==> src/rtl/core/dtt_pkg.sv <==
// ----------------------------------------------------------------------------
// dtt_pkg
// Shared types and codes of the deadline timer table: operation and status
// codes, the controller state type and the command and status bundles that
// join the controller to the datapath.
// ----------------------------------------------------------------------------
package dtt_pkg;

  localparam logic [1:0] OP_TICK   = 2'd0;
  localparam logic [1:0] OP_CREATE = 2'd1;
  localparam logic [1:0] OP_DELETE = 2'd2;

  localparam logic [1:0] ST_OK     = 2'd0;
  localparam logic [1:0] ST_ZERO   = 2'd1;
  localparam logic [1:0] ST_FULL   = 2'd2;

  typedef enum logic [1:0] {
    CtlIdle,
    CtlScan,
    CtlCommit,
    CtlResult
  } ctl_state_e;

  // Commands from the controller to the datapath.
  typedef struct packed {
    logic load;    // capture the incoming word and restart the scan
    logic scan;    // step the slot scan
    logic commit;  // apply the table update and capture the result
  } dp_cmd_t;

  // Status from the datapath to the controller.
  typedef struct packed {
    logic scan_done;
  } dp_sts_t;

endpackage

==> src/rtl/core/dtt_ctrl.sv <==
// ----------------------------------------------------------------------------
// dtt_ctrl
// Sequencer of the deadline timer table: accepts a word, runs the slot scan,
// commits the update and presents the result for one cycle.
// ----------------------------------------------------------------------------
module dtt_ctrl (
  input  logic             clk_i,
  input  logic             rst_ni,
  input  logic             start_i,
  input  dtt_pkg::dp_sts_t sts_i,
  output dtt_pkg::dp_cmd_t cmd_o,
  output logic             busy_o,
  output logic             done_o
);
  import dtt_pkg::*;

  ctl_state_e state_q, state_d;

  always_ff @(posedge clk_i or negedge rst_ni) begin
    if (!rst_ni) begin
      state_q <= CtlIdle;
    end else begin
      state_q <= state_d;
    end
  end

  always_comb begin
    state_d = state_q;
    unique case (state_q)
      CtlIdle: begin
        if (start_i) begin
          state_d = CtlScan;
        end
      end
      CtlScan: begin
        if (sts_i.scan_done) begin
          state_d = CtlCommit;
        end
      end
      CtlCommit: state_d = CtlResult;
      CtlResult: state_d = CtlIdle;
      default:   state_d = CtlIdle;
    endcase
  end

  always_comb begin
    cmd_o  = '0;
    busy_o = 1'b1;
    done_o = 1'b0;
    unique case (state_q)
      CtlIdle: begin
        busy_o     = 1'b0;
        cmd_o.load = start_i;
      end
      CtlScan:   cmd_o.scan   = 1'b1;
      CtlCommit: cmd_o.commit = 1'b1;
      CtlResult: done_o       = 1'b1;
      default:   busy_o       = 1'b1;
    endcase
  end

endmodule

==> src/rtl/core/dtt_datapath.sv <==
// ----------------------------------------------------------------------------
// dtt_datapath
// Timer storage, tick counter, slot scan and result registers of the
// deadline timer table.
// ----------------------------------------------------------------------------
module dtt_datapath #(
  parameter int SLOTS = 16
) (
  input  logic             clk_i,
  input  logic             rst_ni,
  input  dtt_pkg::dp_cmd_t cmd_i,
  output dtt_pkg::dp_sts_t sts_o,
  input  logic [1:0]       opcode_i,
  input  logic [3:0]       slot_i,
  input  logic [31:0]      timeout_i,
  input  logic [7:0]       handler_id_i,
  input  logic [31:0]      argument_i,
  input  logic             done_i,
  output logic [1:0]       status_o,
  output logic [3:0]       created_slot_o,
  output logic             fired_o,
  output logic [3:0]       fired_slot_o,
  output logic [7:0]       fired_handler_o,
  output logic [31:0]      fired_argument_o,
  output logic [31:0]      now_o
);
  import dtt_pkg::*;

  localparam int SW = (SLOTS > 1) ? $clog2(SLOTS) : 1;
  localparam int CW = $clog2(SLOTS + 1);

  // Storage.
  logic [SLOTS-1:0] valid_q;
  logic [31:0]      dl_mem  [SLOTS];
  logic [7:0]       hdl_mem [SLOTS];
  logic [31:0]      arg_mem [SLOTS];
  logic [31:0]      count_q;

  // Captured word.
  logic [1:0]  op_q;
  logic [3:0]  slot_q;
  logic [31:0] timeout_q;
  logic [7:0]  hdl_in_q;
  logic [31:0] arg_in_q;

  // Scan state.
  logic [CW-1:0] cnt_q;
  logic          cmp_q;
  logic [31:0]   rd_dl_q;
  logic [SW-1:0] rd_idx_q;
  logic          rd_vld_q;
  logic          best_found_q;
  logic [SW-1:0] best_idx_q;
  logic [31:0]   best_dl_q;
  logic          free_found_q;
  logic [SW-1:0] free_idx_q;

  // Result registers.
  logic [1:0]    status_q;
  logic [SW-1:0] created_q;
  logic          fired_q;
  logic [SW-1:0] fslot_q;
  logic [7:0]    rd_hdl_q;
  logic [31:0]   rd_arg_q;

  logic [SW-1:0]   scan_addr;
  logic [SW+3:0]   del_ext;
  logic [SW-1:0]   del_idx;
  logic            del_hit;
  logic            create_ok;
  logic [SW+3:0]   created_ext;
  logic [SW+3:0]   fslot_ext;

  assign scan_addr = cnt_q[SW-1:0];
  assign sts_o.scan_done = (cnt_q == CW'(SLOTS));

  assign del_ext   = {{SW{1'b0}}, slot_q};
  assign del_idx   = del_ext[SW-1:0];
  assign del_hit   = (32'(slot_q) < 32'(SLOTS));
  assign create_ok = (timeout_q != 32'd0) && free_found_q;

  always_ff @(posedge clk_i or negedge rst_ni) begin
    if (!rst_ni) begin
      count_q <= '0;
      valid_q <= '0;
      cnt_q   <= '0;
      cmp_q   <= 1'b0;
    end else begin
      if (cmd_i.load) begin
        cnt_q <= '0;
        cmp_q <= 1'b0;
        if (opcode_i == OP_TICK) begin
          count_q <= count_q + 32'd1;
        end
      end else if (cmd_i.scan) begin
        if (!sts_o.scan_done) begin
          cnt_q <= cnt_q + CW'(1);
          cmp_q <= 1'b1;
        end else begin
          cmp_q <= 1'b0;
        end
      end
      if (cmd_i.commit) begin
        unique case (op_q)
          OP_TICK: begin
            if (best_found_q) begin
              valid_q[best_idx_q] <= 1'b0;
            end
          end
          OP_CREATE: begin
            if (create_ok) begin
              valid_q[free_idx_q] <= 1'b1;
            end
          end
          OP_DELETE: begin
            if (del_hit) begin
              valid_q[del_idx] <= 1'b0;
            end
          end
          default: ;
        endcase
      end
    end
  end

  // Memory ports and payload registers.
  always_ff @(posedge clk_i) begin
    if (cmd_i.load) begin
      op_q         <= opcode_i;
      slot_q       <= slot_i;
      timeout_q    <= timeout_i;
      hdl_in_q     <= handler_id_i;
      arg_in_q     <= argument_i;
      best_found_q <= 1'b0;
      free_found_q <= 1'b0;
      best_idx_q   <= '0;
      best_dl_q    <= '0;
      free_idx_q   <= '0;
    end
    if (cmd_i.scan && !sts_o.scan_done) begin
      rd_dl_q  <= dl_mem[scan_addr];
      rd_idx_q <= scan_addr;
      rd_vld_q <= valid_q[scan_addr];
    end
    // Compare stage: the earliest expired deadline wins, the lowest slot
    // keeps a tie because only a strictly smaller deadline replaces it.
    if (cmd_i.scan && cmp_q) begin
      if (rd_vld_q && (rd_dl_q <= count_q) &&
          (!best_found_q || (rd_dl_q < best_dl_q))) begin
        best_found_q <= 1'b1;
        best_idx_q   <= rd_idx_q;
        best_dl_q    <= rd_dl_q;
      end
      if (!rd_vld_q && !free_found_q) begin
        free_found_q <= 1'b1;
        free_idx_q   <= rd_idx_q;
      end
    end
    if (cmd_i.commit) begin
      status_q  <= ST_OK;
      created_q <= '0;
      fired_q   <= 1'b0;
      fslot_q   <= '0;
      rd_hdl_q  <= hdl_mem[best_idx_q];
      rd_arg_q  <= arg_mem[best_idx_q];
      unique case (op_q)
        OP_TICK: begin
          if (best_found_q) begin
            fired_q <= 1'b1;
            fslot_q <= best_idx_q;
          end
        end
        OP_CREATE: begin
          if (timeout_q == 32'd0) begin
            status_q <= ST_ZERO;
          end else if (!free_found_q) begin
            status_q <= ST_FULL;
          end else begin
            created_q           <= free_idx_q;
            dl_mem[free_idx_q]  <= count_q + timeout_q;
            hdl_mem[free_idx_q] <= hdl_in_q;
            arg_mem[free_idx_q] <= arg_in_q;
          end
        end
        default: ;
      endcase
    end
  end

  assign created_ext = {4'b0000, created_q};
  assign fslot_ext   = {4'b0000, fslot_q};

  // Result fields are meaningful only while done is high.
  always_comb begin
    status_o         = '0;
    created_slot_o   = '0;
    fired_o          = 1'b0;
    fired_slot_o     = '0;
    fired_handler_o  = '0;
    fired_argument_o = '0;
    now_o            = count_q;
    if (done_i) begin
      status_o       = status_q;
      created_slot_o = created_ext[3:0];
      fired_o        = fired_q;
      if (fired_q) begin
        fired_slot_o     = fslot_ext[3:0];
        fired_handler_o  = rd_hdl_q;
        fired_argument_o = rd_arg_q;
      end
    end
  end

endmodule

==> src/rtl/core/deadline_timer_table.sv <==
// ----------------------------------------------------------------------------
// deadline_timer_table
// A word accepted in idle goes through the scan, commit and result states,
// and the next word is accepted only once the controller is back in idle.
// The slot scan reads one deadline from the table memory per cycle.
// The result strobe lasts one cycle and cannot be stalled by the receiver.
// Reset clears the tick count and every valid bit at once; no clearing pass.
// ----------------------------------------------------------------------------
//
// A table of one-shot software timers. Each word carries an opcode:
//   tick   - advances the 32-bit tick count, then fires the valid timer with
//            the smallest deadline at or below the new count (plain unsigned
//            compare, ties to the lowest slot), reporting and freeing it.
//   create - stores handler and argument in the lowest free slot with
//            deadline = count + timeout, rejected for a zero timeout or a
//            full table.
//   delete - frees the given slot; a slot beyond the table is ignored.
// Every word yields exactly one result word, marked by done_o.
//
// The controller (dtt_ctrl) steps through accept, scan, commit and result.
// The datapath (dtt_datapath) holds the valid bits, the deadline, handler and
// argument memories, the scan compare stage and the result registers. The
// scan looks at every slot once, tracking both the earliest expired deadline
// and the lowest free slot, so all three opcodes share one pass.
module deadline_timer_table #(
  parameter int SLOTS = 16
) (
  input  logic        clk_i,
  input  logic        rst_ni,
  input  logic        start,
  output logic        busy,
  output logic        done_o,
  input  logic [1:0]  opcode_i,
  input  logic [3:0]  slot_i,
  input  logic [31:0] timeout_i,
  input  logic [7:0]  handler_id_i,
  input  logic [31:0] argument_i,
  output logic [1:0]  status_o,
  output logic [3:0]  created_slot_o,
  output logic        fired_o,
  output logic [3:0]  fired_slot_o,
  output logic [7:0]  fired_handler_o,
  output logic [31:0] fired_argument_o,
  output logic [31:0] now_o
);
  import dtt_pkg::*;

  dp_cmd_t cmd;
  dp_sts_t sts;
  logic    done;

  dtt_ctrl u_ctrl (
    .clk_i  (clk_i),
    .rst_ni (rst_ni),
    .start_i(start),
    .sts_i  (sts),
    .cmd_o  (cmd),
    .busy_o (busy),
    .done_o (done)
  );

  dtt_datapath #(
    .SLOTS(SLOTS)
  ) u_datapath (
    .clk_i           (clk_i),
    .rst_ni          (rst_ni),
    .cmd_i           (cmd),
    .sts_o           (sts),
    .opcode_i        (opcode_i),
    .slot_i          (slot_i),
    .timeout_i       (timeout_i),
    .handler_id_i    (handler_id_i),
    .argument_i      (argument_i),
    .done_i          (done),
    .status_o        (status_o),
    .created_slot_o  (created_slot_o),
    .fired_o         (fired_o),
    .fired_slot_o    (fired_slot_o),
    .fired_handler_o (fired_handler_o),
    .fired_argument_o(fired_argument_o),
    .now_o           (now_o)
  );

  assign done_o = done;

endmodule
==> config.mk <==
export PLATFORM = sky130hd
export DESIGN_NAME = deadline_timer_table
export DESIGN_NICKNAME = d
export VERILOG_FILES = /design/src/rtl/core/dtt_pkg.sv /design/src/rtl/core/dtt_ctrl.sv /design/src/rtl/core/dtt_datapath.sv /design/src/rtl/core/deadline_timer_table.sv
export SDC_FILE = /design/constraint.sdc
export NUM_CORES = 2
export LEC_CHECK = 0
export ABC_AREA = 1
export BUFFER_PORTS_ARGS = -buffer_cell sky130_fd_sc_hd__buf_2
export CAP_MARGIN = 10
export CORE_AREA = 2 2 366 459
export CTS_BUF_LIST = sky130_fd_sc_hd__clkbuf_2
export DETAILED_ROUTE_END_ITERATION = 10
export DIE_AREA = 0 0 368 461
export PLACE_DENSITY = 0.53
export SYNTH_ARGS = -nofsm -noshare
export SYNTH_HDL_FRONTEND = slang
export SYNTH_SLANG_ARGS = --single-unit
==> constraint.sdc <==
create_clock -name clk_i -period 18.45 [get_ports clk_i]
set_clock_uncertainty 0.05 [all_clocks]
set_input_delay 0.9225 -clock clk_i [delete_from_list [all_inputs] [get_ports clk_i]]
set_output_delay 0.9225 -clock clk_i [all_outputs]
set_load 0.05 [all_outputs]
==> impl_metrics.ini <==
[synth]
synth_cell_types = 55
yosysTopAreaCellShare = 0.688
syn_inst = 4420
syn_avg_cell_area_um2 = 13.0
synthTopCellsByArea = edfxtp_1, o21ai_0, nand2_1, nor2_1, dfrtp_1
ys.flop_type = edfxtp_1
synth-async-reset-ratio = 0.0395
syn-num-nets = 4604
ys_ff_latch = 1416
syn_area_um2 = 57600
synth-edff-count = 1318
synth_area_leader_cell = edfxtp_1
seq_area_frac_synth = 0.727
yosysWarnings = 0

[timing]
rsz0062_at_grt = false
setup_violations = 0
worst_slew_margin_rel = 0.233
fmax_ghz = 0.193
hold_viol_final = 0
fin_crit_ps = 5190
final.setup.worst_slack_ps = 13260
slew_violations = 0
tightest_slew_ps = 1150
fin_tns_setup_ps = 0
period_share = 0.281

[critical_path]
crit_path_start_kind = register
crit_fanout = 45
crit_type = reg -> out
cp.required_ps = 17480
arrival_ps = 4210
critPathCaptureType = output pin

[grt]
grt_pass1_wl_mm = 247
grt_busiest_layer = met2
grt_use_met3 = 0.0428
antenna_found_initial = 6
gr-total-overflow = 0
grt_pass1_vias = 39100
grt_use_total = 0.195
grt_use_met2 = 0.326
grt_start_max_net_pins = 188
grt_util_met1 = 0.250

[floorplanning]
floorplan.rows = 167
start_util = 0.349
die-area_um2 = 170000
ioPinCount = 166
core_area_um2 = 165000
die_h_um = 461
die_x_um = 368

[routing]
drtIter0Drc = 3348
routedWlPerCell_um = 22.7
remaining_drc_errors = 0
dr.pass1.iters = 6
antenna_left = 0
vias = 39000
totalWireLength_mm = 169
avgViaCountPerCell = 5.25

[cts]
clk_path_buf_depth = 4
postCtsSetupBuffers = 0
cts_buffers = 376
ctsResizeCount = 0
clk_latency_ps = 1690
cts_htree_levels = 5
clkTransAtPathRegs_ps = 100
clock-sinks = 1416
cts_tree = yes
cts_root_buf = clkbuf_2

[worst_hold_path]
hp-class = in -> reg

[final_layout]
fin_nets = 5161
final_area_um2 = 65800
fill_cells = 15900
syn2layout_area_growth_pct = 14.3
post-route-util = 0.399
mostFrequentLayoutCells = edfxtp_1, clkbuf_2, nand2_1
final_common_cell = edfxtp_1
drive_gt1_frac = 0.171

[power_and_ir_drop]
power.density_nw_per_um2 = 138
leakagePower_nw = 23.0
peakVddDrop_uv = 169

[placed_design]
routabilityCongestion = 0.898
io_buffers = 165
dpl_worst_slack_ps = 14220
place_area_um2 = 61000
hpwl_mm = 86.3

[flow_run]
cap_violations = 0

[outcome]
status = finished, final reports clean
==> critical path: stages (launching register included) <==
cell and delay [ps]:
dfrtp_1 430, ha_1 440, nand2_4 560, nor2_1 760, buf_2 390
==> cell type report <==
type,instances,area [um^2],area share
Clock buffer,530,2650,0.0403
Antenna cell,5,12.5,0.000190
Timing Repair Buffer,416,3160,0.0481
Multi-Input combinational cell,2546,14000,0.213
Tap cell,2197,2750,0.0418
Sequential cell,1416,41800,0.636
Inverter,221,842,0.0128
Clock inverter,97,494,0.00751
==> path summary, 6_finish.rpt <==
check                      cells past startpoint                      from                 endpoint  slack (ps)
max                                            4         u_ctrl.state_q[1]       fired_handler_o[7]       13260
min in group asynchronous                      4                    rst_ni      u_datapath.now_o[2]         520
max in group asynchronous                      4                    rst_ni      u_datapath.cnt_q[2]       17070
max reg2reg                                    8  u_datapath.best_idx_q[1]  u_datapath.rd_arg_q[28]       14240
min                                            5                     start        u_ctrl.state_q[1]         310
min reg2reg                                    2     u_datapath.rd_dl_q[2]  u_datapath.best_dl_q[2]         450
==> cells by family after synthesis <==
family / Yosys count / share of synthesized area
simple gates: 1397 / 0.105
fa+ha+maj: 103 / 0.0225
buf+inv: 458 / 0.0317
compound gates: 988 / 0.105
xor+xnor: 58 / 0.00883
flops: 1416 / 0.727
==> power by group <==
group	internal, W	switching, W	total [W]	leakage [nW]
clock	0.000819	0.00127	0.00209	2.44
sequential	0.00404	0.000232	0.00427	12.9
combinational	0.000783	0.00194	0.00272	7.60
==> cells in the mapped netlist (41+ instances only) <==
library cell  count
o22ai_1          94
ha_1            102
xor2_1           50
a31oi_1         162
o21ai_0         373
a21oi_1          80
o221ai_1         46
a22oi_1         150
dfxtp_1          42
nand2_1         494
dfrtp_1          56
nor2_1          459
edfxtp_1       1318
nand3_1         270
inv_1           219
buf_2            41
clkbuf_1        161
==> sequential cells by signal, summed over array words and instances, names as in the netlist, 2 cells and up <==
name and flops:
u_datapath.created_q 4, u_ctrl.state_q 2, u_datapath.dl_mem 512, u_datapath.valid_q 16
u_datapath.fslot_q 4, u_datapath.hdl_mem 128, u_datapath.arg_in_q 32, u_datapath.free_idx_q 4
u_datapath.rd_dl_q 32, u_datapath.del_idx 4, u_datapath.arg_mem 512, u_datapath.op_q 2
u_datapath.now_o 32, u_datapath.hdl_in_q 8, u_datapath.cnt_q 5, u_datapath.status_q 2
u_datapath.rd_hdl_q 8, u_datapath.rd_idx_q 4, u_datapath.best_idx_q 4, u_datapath.timeout_q 32
u_datapath.rd_arg_q 32, u_datapath.best_dl_q 32
==> timing repair <==
action,in CTS,in global routing
hold buffers,159,0
setup endpoints to repair,0,0
endpoints found under the hold margin,173,0
==> through the flow <==
stage | hold WS (ps) | instances | power [W]
floorplan | 373 | 4420 | 0.00603
global placement | 455 | 6629 | 0.00699
detailed placement | 464 | 6629 | 0.00702
CTS | 50.5 | 7415 | 0.00915
global route | 150 | 7426 | 0.00963
finish | 311 | 7428 | 0.00908
==> metal layers <==
metal | wire, um | share of wire | vias to the layer above
li1 | - | - | 17700
met1 | 71700 | 0.43 | 19500
met2 | 81500 | 0.48 | 1400
met3 | 11400 | 0.067 | 299
met4 | 3950 | 0.023 | 8
met5 | 48 | 0.00028 | -
Note: power is estimated with default switching activity, not from simulation.
